`src/tpa_pkg.sv`:
```
// ----------------------------------------------------------------------------
// tpa_pkg: shared types and constants of the touch point to angle unit
// Register codes, quadrant codes, the item control struct and the CORDIC
// arctangent table in degrees with 16 fraction bits.
// ----------------------------------------------------------------------------
package tpa_pkg;

  // Fraction bits of the CORDIC angle accumulator (degrees).
  localparam int ZFRAC = 16;
  // Width of the signed angle accumulator: the table sums below 2^23.
  localparam int ZW = 25;
  // Stages that have a table entry.
  localparam int TAB_LEN = 24;
  // Width of one table entry.
  localparam int TAB_W = 22;

  // Register reset values.
  localparam int BOX_LEFT_RST = 150;
  localparam int BOX_TOP_RST  = 0;
  localparam int BOX_SIZE_RST = 200;

  typedef enum logic [1:0] {
    REG_BOX_LEFT = 2'd0,
    REG_BOX_TOP  = 2'd1,
    REG_BOX_SIZE = 2'd2
  } reg_idx_t;

  // Quadrant of the touch about the center; the base angle is code * 90.
  typedef enum logic [1:0] {
    QUAD_UP    = 2'd0,
    QUAD_LEFT  = 2'd1,
    QUAD_DOWN  = 2'd2,
    QUAD_RIGHT = 2'd3
  } quad_t;

  typedef struct packed {
    logic  in_box;
    logic  centre;
    quad_t quad;
  } item_ctl_t;

  // atan(2^-i) in degrees times 65536, rounded to nearest.
  function automatic logic [TAB_W-1:0] atan_tab(input int i);
    logic [TAB_W-1:0] v;
    v = '0;
    unique case (i)
      0:  v = 22'd2949120;
      1:  v = 22'd1740967;
      2:  v = 22'd919879;
      3:  v = 22'd466945;
      4:  v = 22'd234379;
      5:  v = 22'd117304;
      6:  v = 22'd58666;
      7:  v = 22'd29335;
      8:  v = 22'd14668;
      9:  v = 22'd7334;
      10: v = 22'd3667;
      11: v = 22'd1833;
      12: v = 22'd917;
      13: v = 22'd458;
      14: v = 22'd229;
      15: v = 22'd115;
      16: v = 22'd57;
      17: v = 22'd29;
      18: v = 22'd14;
      19: v = 22'd7;
      20: v = 22'd4;
      21: v = 22'd2;
      22: v = 22'd1;
      default: v = '0;
    endcase
    return v;
  endfunction

endpackage

```
`src/tpa_fifo.sv`:
```
// ----------------------------------------------------------------------------
// tpa_fifo: small synchronous queue
// Register-file queue with push/full and pop/empty; the head is shown on rdata.
// ----------------------------------------------------------------------------
module tpa_fifo #(
  parameter int WIDTH = 8,
  parameter int DEPTH = 4
) (
  input  logic             clk,
  input  logic             rst,
  input  logic             push,
  output logic             full,
  input  logic [WIDTH-1:0] wdata,
  input  logic             pop,
  output logic             empty,
  output logic [WIDTH-1:0] rdata
);

  localparam int PW = (DEPTH > 1) ? $clog2(DEPTH) : 1;
  localparam int CW = $clog2(DEPTH + 1);

  logic [WIDTH-1:0] mem [DEPTH];
  logic [PW-1:0]    wptr;
  logic [PW-1:0]    rptr;
  logic [CW-1:0]    count;
  logic             do_push;
  logic             do_pop;

  assign full    = (count == CW'(DEPTH));
  assign empty   = (count == '0);
  assign do_push = push && !full;
  assign do_pop  = pop && !empty;
  assign rdata   = mem[rptr];

  always_ff @(posedge clk) begin
    if (do_push) begin
      mem[wptr] <= wdata;
    end
  end

  always_ff @(posedge clk) begin
    if (rst) begin
      wptr  <= '0;
      rptr  <= '0;
      count <= '0;
    end else begin
      if (do_push) begin
        wptr <= (wptr == PW'(DEPTH - 1)) ? '0 : wptr + 1'b1;
      end
      if (do_pop) begin
        rptr <= (rptr == PW'(DEPTH - 1)) ? '0 : rptr + 1'b1;
      end
      if (do_push && !do_pop) begin
        count <= count + 1'b1;
      end else if (do_pop && !do_push) begin
        count <= count - 1'b1;
      end
    end
  end

endmodule

```
`src/tpa_front.sv`:
```
// ----------------------------------------------------------------------------
// tpa_front: box registers and touch classification
// Holds the box registers, tests the touch against the box and finds the
// quadrant and the CORDIC numerator and denominator.
// ----------------------------------------------------------------------------
module tpa_front #(
  parameter int COORD_BITS = 12
) (
  input  logic                    clk,
  input  logic                    rst,
  input  logic                    cfg_we,
  input  logic [1:0]              cfg_index,
  input  logic [COORD_BITS-1:0]   cfg_data,
  input  logic [COORD_BITS-1:0]   touch_x,
  input  logic [COORD_BITS-1:0]   touch_y,
  output tpa_pkg::item_ctl_t      ctl,
  output logic [COORD_BITS-1:0]   num,
  output logic [COORD_BITS-1:0]   den
);
  import tpa_pkg::*;

  localparam int W = COORD_BITS;

  logic [W-1:0]        box_left;
  logic [W-1:0]        box_top;
  logic [W-1:0]        box_size;
  logic [W:0]          right_edge;
  logic [W:0]          bottom_edge;
  logic [W:0]          cen_x;
  logic [W:0]          cen_y;
  logic signed [W+1:0] dx;
  logic signed [W+1:0] dy;
  logic signed [W+1:0] adx;
  logic signed [W+1:0] ady;
  logic [W-1:0]        ax;
  logic [W-1:0]        ay;
  logic                dx_neg;
  logic                dy_neg;
  logic                dx_zero;
  logic                dy_zero;

  always_ff @(posedge clk) begin
    if (rst) begin
      box_left <= W'(BOX_LEFT_RST);
      box_top  <= W'(BOX_TOP_RST);
      box_size <= W'(BOX_SIZE_RST);
    end else if (cfg_we) begin
      unique case (reg_idx_t'(cfg_index))
        REG_BOX_LEFT: box_left <= cfg_data;
        REG_BOX_TOP:  box_top  <= cfg_data;
        REG_BOX_SIZE: box_size <= cfg_data;
        default: ;
      endcase
    end
  end

  // Compare edges one bit wider so a box past the screen does not wrap.
  assign right_edge  = {1'b0, box_left} + {1'b0, box_size};
  assign bottom_edge = {1'b0, box_top} + {1'b0, box_size};
  assign cen_x       = {1'b0, box_left} + {2'b0, box_size[W-1:1]};
  assign cen_y       = {1'b0, box_top} + {2'b0, box_size[W-1:1]};

  assign dx = $signed({2'b0, touch_x}) - $signed({1'b0, cen_x});
  assign dy = $signed({2'b0, touch_y}) - $signed({1'b0, cen_y});

  assign dx_neg  = dx[W+1];
  assign dy_neg  = dy[W+1];
  assign dx_zero = (dx == '0);
  assign dy_zero = (dy == '0);
  assign adx     = dx_neg ? -dx : dx;
  assign ady     = dy_neg ? -dy : dy;
  // Inside the box both offsets fit in W bits.
  assign ax      = adx[W-1:0];
  assign ay      = ady[W-1:0];

  always_comb begin
    ctl.in_box = (touch_x >= box_left) && ({1'b0, touch_x} <= right_edge) &&
                 (touch_y >= box_top) && ({1'b0, touch_y} <= bottom_edge);
    ctl.centre = dx_zero && dy_zero;
    priority if ((dx_neg || dx_zero) && dy_neg) begin
      ctl.quad = QUAD_UP;
      num      = ax;
      den      = ay;
    end else if (dx_neg) begin
      ctl.quad = QUAD_LEFT;
      num      = ay;
      den      = ax;
    end else if (!dy_neg && !dy_zero) begin
      ctl.quad = QUAD_DOWN;
      num      = ax;
      den      = ay;
    end else begin
      ctl.quad = QUAD_RIGHT;
      num      = ay;
      den      = ax;
    end
  end

endmodule

```
`src/tpa_cordic.sv`:
```
// ----------------------------------------------------------------------------
// tpa_cordic: vectoring CORDIC pipeline and angle assembly
// One stage per CORDIC iteration, a rounding and clamping stage, then the
// quadrant base is added as the result leaves. The whole pipe stalls together.
// ----------------------------------------------------------------------------
module tpa_cordic #(
  parameter int COORD_BITS      = 12,
  parameter int ANGLE_FRAC_BITS = 6,
  parameter int CORDIC_STAGES   = 16
) (
  input  logic                          clk,
  input  logic                          rst,
  input  logic                          in_valid,
  output logic                          in_ready,
  input  tpa_pkg::item_ctl_t            in_ctl,
  input  logic [COORD_BITS-1:0]         in_num,
  input  logic [COORD_BITS-1:0]         in_den,
  output logic                          out_valid,
  input  logic                          out_ready,
  output logic                          out_inside,
  output logic [ANGLE_FRAC_BITS+8:0]    out_angle
);
  import tpa_pkg::*;

  localparam int W   = COORD_BITS;
  localparam int S   = CORDIC_STAGES;
  localparam int NS  = (S < TAB_LEN) ? S : TAB_LEN;
  localparam int XW  = W + S + 3;
  localparam int F   = ANGLE_FRAC_BITS;
  localparam int AW  = F + 9;
  localparam int SH  = ZFRAC - F;
  localparam logic signed [ZW-1:0] RND   = ZW'(1) << (SH - 1);
  localparam logic signed [ZW-1:0] LIM_Z = ZW'(90 << F);
  localparam logic [AW-1:0]        LIM   = AW'(90 << F);
  localparam logic [AW-1:0]        FULL  = AW'(360 << F);

  logic signed [XW-1:0] x_q [NS+1];
  logic signed [XW-1:0] y_q [NS+1];
  logic signed [ZW-1:0] z_q [NS+1];
  item_ctl_t            c_q [NS+1];
  logic [NS:0]          v_q;

  logic                 fin_valid;
  item_ctl_t            fin_ctl;
  logic [AW-1:0]        fin_zr;

  logic                 advance;
  logic signed [ZW-1:0] z_rnd;
  logic [AW-1:0]        zr_next;
  logic [AW-1:0]        base;
  logic [AW-1:0]        total;

  // Advance everything unless the finished item is blocked.
  assign advance  = !fin_valid || out_ready;
  assign in_ready = advance;

  always_ff @(posedge clk) begin
    if (rst) begin
      v_q       <= '0;
      fin_valid <= 1'b0;
    end else if (advance) begin
      v_q       <= {v_q[NS-1:0], in_valid};
      fin_valid <= v_q[NS];
    end
  end

  always_ff @(posedge clk) begin
    if (advance) begin
      x_q[0] <= $signed({3'b0, in_den, {S{1'b0}}});
      y_q[0] <= $signed({3'b0, in_num, {S{1'b0}}});
      z_q[0] <= '0;
      c_q[0] <= in_ctl;
    end
  end

  for (genvar i = 0; i < NS; i++) begin : g_stage
    logic signed [XW-1:0] xs;
    logic signed [XW-1:0] ys;
    logic signed [ZW-1:0] step;
    logic                 y_pos;

    assign xs    = x_q[i] >>> i;
    assign ys    = y_q[i] >>> i;
    assign step  = $signed(ZW'(atan_tab(i)));
    assign y_pos = !y_q[i][XW-1] && (y_q[i] != '0);

    always_ff @(posedge clk) begin
      if (advance) begin
        x_q[i+1] <= y_pos ? x_q[i] + ys : x_q[i] - ys;
        y_q[i+1] <= y_pos ? y_q[i] - xs : y_q[i] + xs;
        z_q[i+1] <= y_pos ? z_q[i] + step : z_q[i] - step;
        c_q[i+1] <= c_q[i];
      end
    end
  end

  // Round half up to the output precision, then clamp to [0, 90].
  assign z_rnd = (z_q[NS] + RND) >>> SH;

  always_comb begin
    priority if (z_rnd[ZW-1]) begin
      zr_next = '0;
    end else if (z_rnd > LIM_Z) begin
      zr_next = LIM;
    end else begin
      zr_next = AW'(z_rnd);
    end
  end

  always_ff @(posedge clk) begin
    if (advance) begin
      fin_zr  <= zr_next;
      fin_ctl <= c_q[NS];
    end
  end

  always_comb begin
    unique case (fin_ctl.quad)
      QUAD_UP:    base = '0;
      QUAD_LEFT:  base = AW'(90 << F);
      QUAD_DOWN:  base = AW'(180 << F);
      QUAD_RIGHT: base = AW'(270 << F);
      default:    base = '0;
    endcase
  end

  assign total      = base + fin_zr;
  assign out_valid  = fin_valid;
  assign out_inside = fin_ctl.in_box;
  // Wrap a full turn to zero; outside points and the center give zero.
  assign out_angle  = (!fin_ctl.in_box || fin_ctl.centre || (total >= FULL)) ? '0 : total;

endmodule

```
`src/touch_point_to_angle_unit.sv`:
```
// ----------------------------------------------------------------------------
// touch_point_to_angle_unit: joystick direction from a touch point
// Tests a touch against the joystick box and gives its angle about the box
// center in degrees with ANGLE_FRAC_BITS fraction bits.
// ----------------------------------------------------------------------------
// Usage:
//   Input side is a queue: drive touch_x/touch_y and raise push; the touch
//   transfers at a clock edge where push is high and full is low.
//   Result side is a queue: while empty is low, inside_box/angle_deg hold the
//   oldest result; it transfers at an edge where pop is high.
//   Every touch gives exactly one result, in order. Outside the box the
//   result is inside_box = 0, angle 0; the exact center gives angle 0.
//   Box registers are written through cfg_we/cfg_index/cfg_data (0: left,
//   1: top, 2: size), while no touch is in flight.
// Timing:
//   One touch per cycle sustained while the result queue is not full; the
//   pipe takes one item a cycle unless stalled. The CORDIC stage count sets
//   the latency: from the push edge to empty going low a touch passes the
//   CORDIC load from the input queue, the iteration stages (CORDIC_STAGES,
//   capped at 24), the rounding stage and the result queue write.
// Reset (rst, synchronous): queues empty, pipe drained, box registers back
//   to left 150, top 0, size 200.
// Stall: when pop stays low the result queue fills, the pipe holds in place,
//   then the input queue fills and full rises. Nothing is dropped.
// ----------------------------------------------------------------------------
module touch_point_to_angle_unit #(
  parameter int COORD_BITS      = 12,
  parameter int ANGLE_FRAC_BITS = 6,
  parameter int CORDIC_STAGES   = 16
) (
  input  logic                         clk,
  input  logic                         rst,
  // configuration write port
  input  logic                         cfg_we,
  input  logic [1:0]                   cfg_index,
  input  logic [COORD_BITS-1:0]        cfg_data,
  // touch input queue
  input  logic                         push,
  output logic                         full,
  input  logic [COORD_BITS-1:0]        touch_x,
  input  logic [COORD_BITS-1:0]        touch_y,
  // result queue
  output logic                         empty,
  input  logic                         pop,
  output logic                         inside_box,
  output logic [ANGLE_FRAC_BITS+8:0]   angle_deg
);
  import tpa_pkg::*;

  localparam int W      = COORD_BITS;
  localparam int AW     = ANGLE_FRAC_BITS + 9;
  localparam int CTL_W  = $bits(item_ctl_t);
  localparam int Q_W    = CTL_W + 2 * W;
  localparam int R_W    = AW + 1;
  localparam int Q_DEPTH = 4;
  localparam int R_DEPTH = 4;

  item_ctl_t      f_ctl;
  logic [W-1:0]   f_num;
  logic [W-1:0]   f_den;

  logic [Q_W-1:0] q_rdata;
  logic           q_empty;
  logic           q_pop;

  logic           c_ready;
  logic           c_valid;
  logic           c_inside;
  logic [AW-1:0]  c_angle;
  logic           r_full;
  logic [R_W-1:0] r_rdata;

  // Front: box registers and classification of the touch being pushed.
  tpa_front #(
    .COORD_BITS (COORD_BITS)
  ) u_front (
    .clk       (clk),
    .rst       (rst),
    .cfg_we    (cfg_we),
    .cfg_index (cfg_index),
    .cfg_data  (cfg_data),
    .touch_x   (touch_x),
    .touch_y   (touch_y),
    .ctl       (f_ctl),
    .num       (f_num),
    .den       (f_den)
  );

  // Queue of classified touches between front and CORDIC.
  tpa_fifo #(
    .WIDTH (Q_W),
    .DEPTH (Q_DEPTH)
  ) u_item_q (
    .clk   (clk),
    .rst   (rst),
    .push  (push),
    .full  (full),
    .wdata ({f_ctl, f_num, f_den}),
    .pop   (q_pop),
    .empty (q_empty),
    .rdata (q_rdata)
  );

  // Pop into the pipe whenever it advances.
  assign q_pop = c_ready && !q_empty;

  tpa_cordic #(
    .COORD_BITS      (COORD_BITS),
    .ANGLE_FRAC_BITS (ANGLE_FRAC_BITS),
    .CORDIC_STAGES   (CORDIC_STAGES)
  ) u_cordic (
    .clk        (clk),
    .rst        (rst),
    .in_valid   (!q_empty),
    .in_ready   (c_ready),
    .in_ctl     (item_ctl_t'(q_rdata[Q_W-1 -: CTL_W])),
    .in_num     (q_rdata[2*W-1 -: W]),
    .in_den     (q_rdata[W-1:0]),
    .out_valid  (c_valid),
    .out_ready  (!r_full),
    .out_inside (c_inside),
    .out_angle  (c_angle)
  );

  // Result queue decouples the pipe from the receiver.
  tpa_fifo #(
    .WIDTH (R_W),
    .DEPTH (R_DEPTH)
  ) u_result_q (
    .clk   (clk),
    .rst   (rst),
    .push  (c_valid),
    .full  (r_full),
    .wdata ({c_inside, c_angle}),
    .pop   (pop),
    .empty (empty),
    .rdata (r_rdata)
  );

  assign inside_box = r_rdata[R_W-1];
  assign angle_deg  = r_rdata[AW-1:0];

endmodule

```
`config.mk`:
```
export PLATFORM = sky130hd
export DESIGN_NAME = touch_point_to_angle_unit
export DESIGN_NICKNAME = d
export VERILOG_FILES = /design/src/tpa_pkg.sv /design/src/tpa_fifo.sv /design/src/tpa_front.sv /design/src/tpa_cordic.sv /design/src/touch_point_to_angle_unit.sv
export SDC_FILE = /design/constraint.sdc
export NUM_CORES = 2
export LEC_CHECK = 0
export BUFFER_PORTS_ARGS = -buffer_cell sky130_fd_sc_hd__buf_2
export CAP_MARGIN = 20
export CORE_AREA = 2 2 572 432
export DETAILED_ROUTE_END_ITERATION = 8
export DIE_AREA = 0 0 574 434
export MAX_ROUTING_LAYER = met4
export PLACE_DENSITY_LB_ADDON = 0.15
export SYNTH_ARGS = -nofsm -noshare
export SYNTH_HDL_FRONTEND = slang
export SYNTH_HIERARCHICAL = 1
export SYNTH_SLANG_ARGS = --single-unit
```
`constraint.sdc`:
```
create_clock -name clk -period 52 [get_ports clk]
set_clock_uncertainty 0.1 [all_clocks]
set_input_delay 7.8 -clock clk [delete_from_list [all_inputs] [get_ports clk]]
set_output_delay 7.8 -clock clk [all_outputs]
set_load 0.02 [all_outputs]
```
Yosys cells after proc, flatten, opt, wreduce, memory -nomap -nowiden

Memory sizes are Yosys's and may differ from the RTL's. A register that Yosys moved wholly into a read port is not among the register bits.
Index checks and enable logic that the tools add are counted.

Add/sub/neg operators: 113
Order comparisons: 6
Equality and inequality tests: 11
Multiplexer cells: 80
Reductions and logical operators: 91

Operator list:

| operator                     | count |
|---|---|
| 2-to-1 mux 31 bit            | 32 |
| nonzero test 31 bit          | 16 |
| 2-to-1 mux 25 bit            | 16 |
| 2-to-1 mux 12 bit            | 8 |
| adder 31 x 16 -> 31 bit      | 2 |
| adder 31 x 17 -> 31 bit      | 2 |
| adder 31 x 18 -> 31 bit      | 2 |
| adder 31 x 19 -> 31 bit      | 2 |
| adder 31 x 20 -> 31 bit      | 2 |
| adder 31 x 21 -> 31 bit      | 2 |
| adder 31 x 22 -> 31 bit      | 2 |
| adder 31 x 23 -> 31 bit      | 2 |
| adder 31 x 24 -> 31 bit      | 2 |
| adder 31 x 25 -> 31 bit      | 2 |
| adder 31 x 26 -> 31 bit      | 2 |
| adder 31 x 27 -> 31 bit      | 2 |
| adder 31 x 28 -> 31 bit      | 2 |
| adder 31 x 29 -> 31 bit      | 2 |
| adder 31 x 30 -> 31 bit      | 2 |
| subtractor 31 x 16 -> 31 bit | 2 |
| subtractor 31 x 17 -> 31 bit | 2 |
| subtractor 31 x 18 -> 31 bit | 2 |
| subtractor 31 x 19 -> 31 bit | 2 |
| subtractor 31 x 20 -> 31 bit | 2 |
| 74 further kinds             | 189 |

Register bits after elaboration: 82
RAM bits: 1723
Logic and storage cells: 320
Memories kept: 6

Memories:

| name           | words | width | read ports | clocked after Yosys merged registers in | wr ports | line             | source |
|---|---|---|---|---|---|---|---|
| u_cordic.x_q   | 17    | 31    | 16         | 0                                       | 17       | tpa_cordic.sv:37 | `logic signed [XW-1:0] x_q [NS+1];` |
| u_cordic.y_q   | 17    | 31    | 16         | 0                                       | 17       | tpa_cordic.sv:38 | `logic signed [XW-1:0] y_q [NS+1];` |
| u_cordic.z_q   | 17    | 25    | 17         | 0                                       | 17       | tpa_cordic.sv:39 | `logic signed [ZW-1:0] z_q [NS+1];` |
| u_item_q.mem   | 4     | 28    | 1          | 1                                       | 1        | tpa_fifo.sv:22   | `logic [WIDTH-1:0] mem [DEPTH];` |
| u_cordic.c_q   | 17    | 4     | 17         | 1                                       | 17       | tpa_cordic.sv:40 | `item_ctl_t c_q [NS+1];` |
| u_result_q.mem | 4     | 16    | 1          | 1                                       | 1        | tpa_fifo.sv:22   |  |

Logic depth before layout (Yosys ltp)

Word-level depth: 8
Gate-level depth with buffers: 27
Gate-level depth less buffers: 24

By module

The synthesis kept the hierarchy.

Modules (own cells, without submodules):

| module                    | times used | cells each | area an instance (µm²) |
|---|---|---|---|
| tpa_cordic                | 1          | 9746       | 96085.9 |
| tpa_front                 | 1          | 699        | 5759.3 |
| tpa_fifo at u_item_q      | 1          | 196        | 4541.9 |
| tpa_fifo at u_result_q    | 1          | 134        | 2826.5 |
| touch_point_to_angle_unit | 1          | 3          | 13.8 |

Least setup slack after synthesis

No wires, ideal clock.

Path type: register -> register
Start point: reg u_result_q.count[0]
End point: reg u_item_q.count[2]
Data arrival time: 36679 ps
Required time: 51830 ps
Slack: 15151 ps
Cell stages (with the launch flop): 17
Path buffers: 3
Cell sequence: dfxtp_1 -> or3b_1 -> buf_6 -> clkinv_8 -> inv_1 -> nor2b_1 -> clkbuf_1 -> clkinv_1 -> clkbuf_1 -> nor2b_1 -> o31ai_2 -> ha_1 -> inv_1 -> fa_1 -> xor2_1 -> or3_1 -> a21oi_1

Longest elaborated chain between the ends: 8

Ends and longest elaborated chain:

| item                                                          | line                             | source |
|---|---|---|
| start: declaration                                            | tpa_fifo.sv:25                   | `logic [CW-1:0] count;` |
| start signal: assignment                                      | tpa_fifo.sv:54                   | `count <= count + 1'b1;` |
| start signal: assignment                                      | tpa_fifo.sv:56                   | `count <= count - 1'b1;` |
| equality test 3 bit (*)                                       | tpa_fifo.sv:29                   | `assign full = (count == CW'(DEPTH));` |
| net r_full                                                    | touch_point_to_angle_unit.sv:70  | `logic r_full;` |
| zero test 1 bit (*)                                           | touch_point_to_angle_unit.sv:120 | `.out_ready (!r_full),` |
| logical OR 1 bit (*)                                          | tpa_cordic.sv:54                 | `assign advance = !fin_valid \|\| out_ready;` |
| net c_ready                                                   | touch_point_to_angle_unit.sv:66  | `logic c_ready;` |
| logical AND 1 bit (*)                                         | touch_point_to_angle_unit.sv:105 | `assign q_pop = c_ready && !q_empty;` |
| net q_pop                                                     | touch_point_to_angle_unit.sv:64  | `logic q_pop;` |
| logical AND 1 bit (*)                                         | tpa_fifo.sv:32                   | `assign do_pop = pop && !empty;` |
| zero test 1 bit                                               | tpa_fifo.sv:53                   | `if (do_push && !do_pop) begin` |
| logical AND 1 bit                                             | tpa_fifo.sv:53                   |  |
| 2-to-1 mux 3 bit / nonzero test 2 bit (equally long branches) | n/a                              |  |
| end signal: assignment                                        | tpa_fifo.sv:54                   |  |
| end signal: assignment                                        | tpa_fifo.sv:56                   |  |
| end: declaration                                              | tpa_fifo.sv:25                   |  |

The timed path passes the listed nets; every way through them passes the cells marked *.
A chain may end at the register's enable or synchronous reset.

Worst setup path in the final report

Start point: in touch_y[0]
End point: mem u_item_q/mem[1][23] (netlist name) (data pin)

Longest elaborated chain between the ends: 7

Ends and longest elaborated chain:

| item                                                                    | line                            | source |
|---|---|---|
| start: declaration                                                      | touch_point_to_angle_unit.sv:41 | `input logic [COORD_BITS-1:0] touch_y,` |
| subtractor 12 x 13 -> 14 bit (*)                                        | tpa_front.sv:64                 | `assign dy = $signed({2'b0, touch_y}) - $signed({1'b0, cen_y});` |
| parallel branches: the longest is 5 deep, another holds negation 12 bit | n/a                             |  |
| 2-to-1 mux 12 bit (*)                                                   | tpa_front.sv:80                 | `priority if ((dx_neg \|\| dx_zero) && dy_neg) begin` |
| net f_num[11]                                                           | touch_point_to_angle_unit.sv:59 | `logic [W-1:0] f_num;` |
| end: declaration                                                        | tpa_fifo.sv:22                  |  |

Mark *: on every way through the listed nets, which the timed path passes.

==> summary.txt <==
Status
  – Outcome: finished, final reports clean

Synth
  – Asr flop ratio synth: 0%
  – Cell taking the most area after synthesis: sky130_fd_sc_hd__edfxtp_1
  – Distinct cell type count of the synthesized netlist: ~110
  – Number of synthesized flops with an enable pin: around 1.4k
  – Cells after Synth: roughly 11k
  – Post-synthesis register bit count: 1455
  – Post-synth top flop: sky130_fd_sc_hd__edfxtp_1
  – Proportion of synthesized chip area in sequential cells: between 30% and 40%
  – Top-area cell type share of the netlist area: between 30% and 40%
  – Post-Syn Area per Cell: ~10 um2
  – Area contributors post-synth: sky130_fd_sc_hd__edfxtp_1 38%, sky130_fd_sc_hd__ha_1 14%, sky130_fd_sc_hd__xnor2_1 7.7%
  – Summed instance area of the synthesized netlist: about 110000 um2
  – Count of yosys warnings during synthesis: 6

Critical path
  – Critical path endpoint category: register
  – Crit Path Max Fanout: 25
  – Endpoint arrival time on the critical path: between 10000 and 15000 ps
  – Nature of the critical path startpoint: input pin
  – Critical path start-end classification: in -> reg
  – CP required: around 53000 ps
  – Minimum setup slack among reg-to-reg paths: 43840 ps

Floorplan
  – Top-level port count: between 60 and 70
  – Die height: around 430 um
  – Initial Util: between 40% and 50%
  – Die area: approximately 250000 um2
  – Die X-Extent: ~570 um
  – Placeable core region: roughly 240000 um2
  – Number of core rows: between 150 and 200

Drt
  – Average vias per placed instance: ~5.8
  – Drt total wl: 299000 um
  – Via count: between 80k and 90k
  – Remaining number of nets flagged by the antenna check after routing: 0
  – Wire per inst: around 21 um
  – Initial drt markers: around 7.3k
  – Count of TritonRoute iterations in the first routing pass: 6
  – Post-route DRC: 0

GRT
  – GR met1 Demand/Resource: about 37%
  – Largest net degree at the start of global routing: around 150
  – M3 GR Usage: 4.67%
  – Wire length of the first global-routing pass: roughly 460000 um
  – GR Overflow Total: 0
  – Overall fraction of global-route tracks in use: around 24%
  – Via count of the first global-routing pass: roughly 80k
  – Initial antenna violation count: 15
  – Met2 demand-to-capacity share in global routing: about a third
  – Grt peak-use layer: met1

Finish
  – Fraction of final layout cells with drive strength greater than 1: under 10%
  – Layout fillers: approximately 22k
  – Area growth from synthesis to final layout: 8.86%
  – Non-filler cells in the finished layout: about 14k
  – Nets@finish: around 12k

STA
  – Hold Violations, Final: 0
  – Setup repair after global routing missed its margin: no
  – Setup Total Neg Slack: 0 ps
  – Final cycle utilization of the critical path: around a quarter
  – WHS: approximately 320 ps
  – Highest Clock Rate: just over 80 MHz
  – Count of pins over their slew limit: 0
  – Worst Max-Slew Pin Slew: between 1000 and 1500 ps
  – Number of setup violations in the final report: 0
  – Post-route minimum period: approximately 12000 ps
  – Min setup slack post-route: between 30000 and 40000 ps
  – Worst rel slew slack: 25.3%

Clock network
  – Post CTS Setup Buffer Count: 0
  – Worst-Skew Late Latency: 850 ps
  – Bufs on Longest Clock Path: 4
  – Num CTS Buffers: between 150 and 200
  – Clock net sink count: roughly 1.5k
  – TritonCTS clock tree: yes
  – Post-CTS Hold Buffers: 0
  – Clk pin slew, worst setup/hold paths: around 70 ps
  – CTS Root Cell: sky130_fd_sc_hd__clkbuf_16
  – Cts repair resizes: 0
  – CTS H-tree lvls: 4

Hold path
  – Path type of the worst min-delay path: reg -> reg

Placed design
  – Last weighted congestion value of the routability-driven placer: between 0.9 and 1
  – Dpl ws: between 30000 and 40000 ps
  – Post-DP HPWL: approximately 240000 um
  – Cell Count Post-Placement: between 10k and 15k
  – Number of port buffers: 60

Flow run
  – Max-capacitance violation count: 0
-- worst max-delay path: stages --
cell	delay [ps]
sky130_fd_sc_hd__buf_2	130
sky130_fd_sc_hd__fa_1	490
sky130_fd_sc_hd__fa_1	480
sky130_fd_sc_hd__a211oi_1	340
sky130_fd_sc_hd__o21ai_0	230
sky130_fd_sc_hd__a2111oi_0	960
sky130_fd_sc_hd__o221ai_1	230
sky130_fd_sc_hd__a211oi_1	290
sky130_fd_sc_hd__a21oi_1	110
sky130_fd_sc_hd__nor4_1	810
sky130_fd_sc_hd__a311oi_4	20
sky130_fd_sc_hd__buf_4	310
sky130_fd_sc_hd__mux2i_1	380
-- sequential cells by signal, summed over array words and instances (netlist names), 12 cells and up, named ones only --
signal,flops
u_cordic/y_q,415
u_cordic/x_q,366
u_cordic/z_q,340
u_item_q/mem,112
u_cordic/c_q,68
u_result_q/mem,64
u_cordic/v_q,17
u_cordic/fin_zr,14
u_front/box_left,12
u_front/box_size,12
u_front/box_top,12
-- cell type report --
cell class | instances | area, um2 | area share, %
multi-input cells | 8651 | 63600 | 53.5
repair buffers | 115 | 747 | 0.628
well taps | 3259 | 4080 | 3.43
inverters | 542 | 2090 | 1.76
flip-flops and latches | 1455 | 43000 | 36.1
clock buffers | 198 | 4470 | 3.76
clock inverters | 92 | 892 | 0.750
diodes | 3 | 7.51 | 0.00631
-- Yosys cell counts, types with 147 or more instances --
library cell,number
sky130_fd_sc_hd__nor2_1,796
sky130_fd_sc_hd__inv_1,527
sky130_fd_sc_hd__edfxtp_1,1383
sky130_fd_sc_hd__nand3_1,163
sky130_fd_sc_hd__nor3_1,273
sky130_fd_sc_hd__xor2_1,478
sky130_fd_sc_hd__a21o_1,329
sky130_fd_sc_hd__nand2_1,591
sky130_fd_sc_hd__a21oi_1,976
sky130_fd_sc_hd__o21a_1,180
sky130_fd_sc_hd__nor2b_1,163
sky130_fd_sc_hd__o31ai_1,147
sky130_fd_sc_hd__nand2b_1,170
sky130_fd_sc_hd__xnor2_1,962
sky130_fd_sc_hd__o21ai_0,588
sky130_fd_sc_hd__ha_1,1195
-- metrics by stage --
stage / utilization, % / area [um2]
2_1_floorplan: - / 109000
3_3_place_gp: 46.7 / 113000
3_5_place_dp: 46.7 / 113000
4_1_cts: 48.9 / 119000
5_1_grt: 48.9 / 119000
6_report: 48.9 / 119000
-- logic make-up after synthesis --
kind of cell               share of synthesized area, %
buffers and inverters                              2.55
other                                           0.00343
muxes                                              1.61
adders and majority gates                          14.9
AOI/OAI and AO/OA                                  17.6
xor gates and xnor gates                           11.5
and+or+nand+nor                                    12.5
DFF                                                39.3
-- cell usage in the layout (no fill, tap or decap), types with 32 or more instances in the layout --
master and count:
sky130_fd_sc_hd__a211o_1 35, sky130_fd_sc_hd__a211oi_1 84, sky130_fd_sc_hd__a21boi_0 73, sky130_fd_sc_hd__a21o_1 329
sky130_fd_sc_hd__a21oi_1 976, sky130_fd_sc_hd__a31o_2 35, sky130_fd_sc_hd__a31oi_1 88, sky130_fd_sc_hd__and2_1 67
sky130_fd_sc_hd__and3_1 99, sky130_fd_sc_hd__buf_2 60, sky130_fd_sc_hd__buf_4 50, sky130_fd_sc_hd__clkbuf_16 174
sky130_fd_sc_hd__conb_1 37, sky130_fd_sc_hd__dfxtp_1 71, sky130_fd_sc_hd__edfxtp_1 1383, sky130_fd_sc_hd__fa_1 64
sky130_fd_sc_hd__ha_1 1195, sky130_fd_sc_hd__inv_1 527, sky130_fd_sc_hd__mux2i_1 72, sky130_fd_sc_hd__mux4_2 44
sky130_fd_sc_hd__nand2_1 591, sky130_fd_sc_hd__nand2b_1 170, sky130_fd_sc_hd__nand3_1 163, sky130_fd_sc_hd__nand4_1 47
sky130_fd_sc_hd__nor2_1 796, sky130_fd_sc_hd__nor2b_1 163, sky130_fd_sc_hd__nor3_1 273, sky130_fd_sc_hd__nor4_1 111
sky130_fd_sc_hd__o211ai_1 32, sky130_fd_sc_hd__o21a_1 180, sky130_fd_sc_hd__o21ai_0 588, sky130_fd_sc_hd__o21bai_1 108
sky130_fd_sc_hd__o31a_1 35, sky130_fd_sc_hd__o31ai_1 147, sky130_fd_sc_hd__o41ai_1 59, sky130_fd_sc_hd__or2_2 61
sky130_fd_sc_hd__or3_1 110, sky130_fd_sc_hd__or4_1 51, sky130_fd_sc_hd__xnor2_1 962, sky130_fd_sc_hd__xor2_1 478
-- routing by layer --
layer,vias to the layer above,part of all wire (%)
li1,40375,-
met1,40054,51
met2,2363,40
met3,291,7.7
met4,0,1.5
met5,-,0
-- path summary, 6_finish.rpt --
check                                           from                    to  depth (start not counted)
worst min register to register    u_cordic/c_q[9][0]   u_cordic/c_q[10][0]                          0
worst min-delay path              u_cordic/c_q[9][0]   u_cordic/c_q[10][0]                          0
worst max register to register  u_cordic/y_q[0][192]  u_cordic/x_q[0][244]                         25
worst max-delay path                      touch_y[0]   u_item_q/mem[1][23]                         13
Power is not shown: default switching activity piles up to over one toggle a cycle in this logic, so the estimate is an artifact.
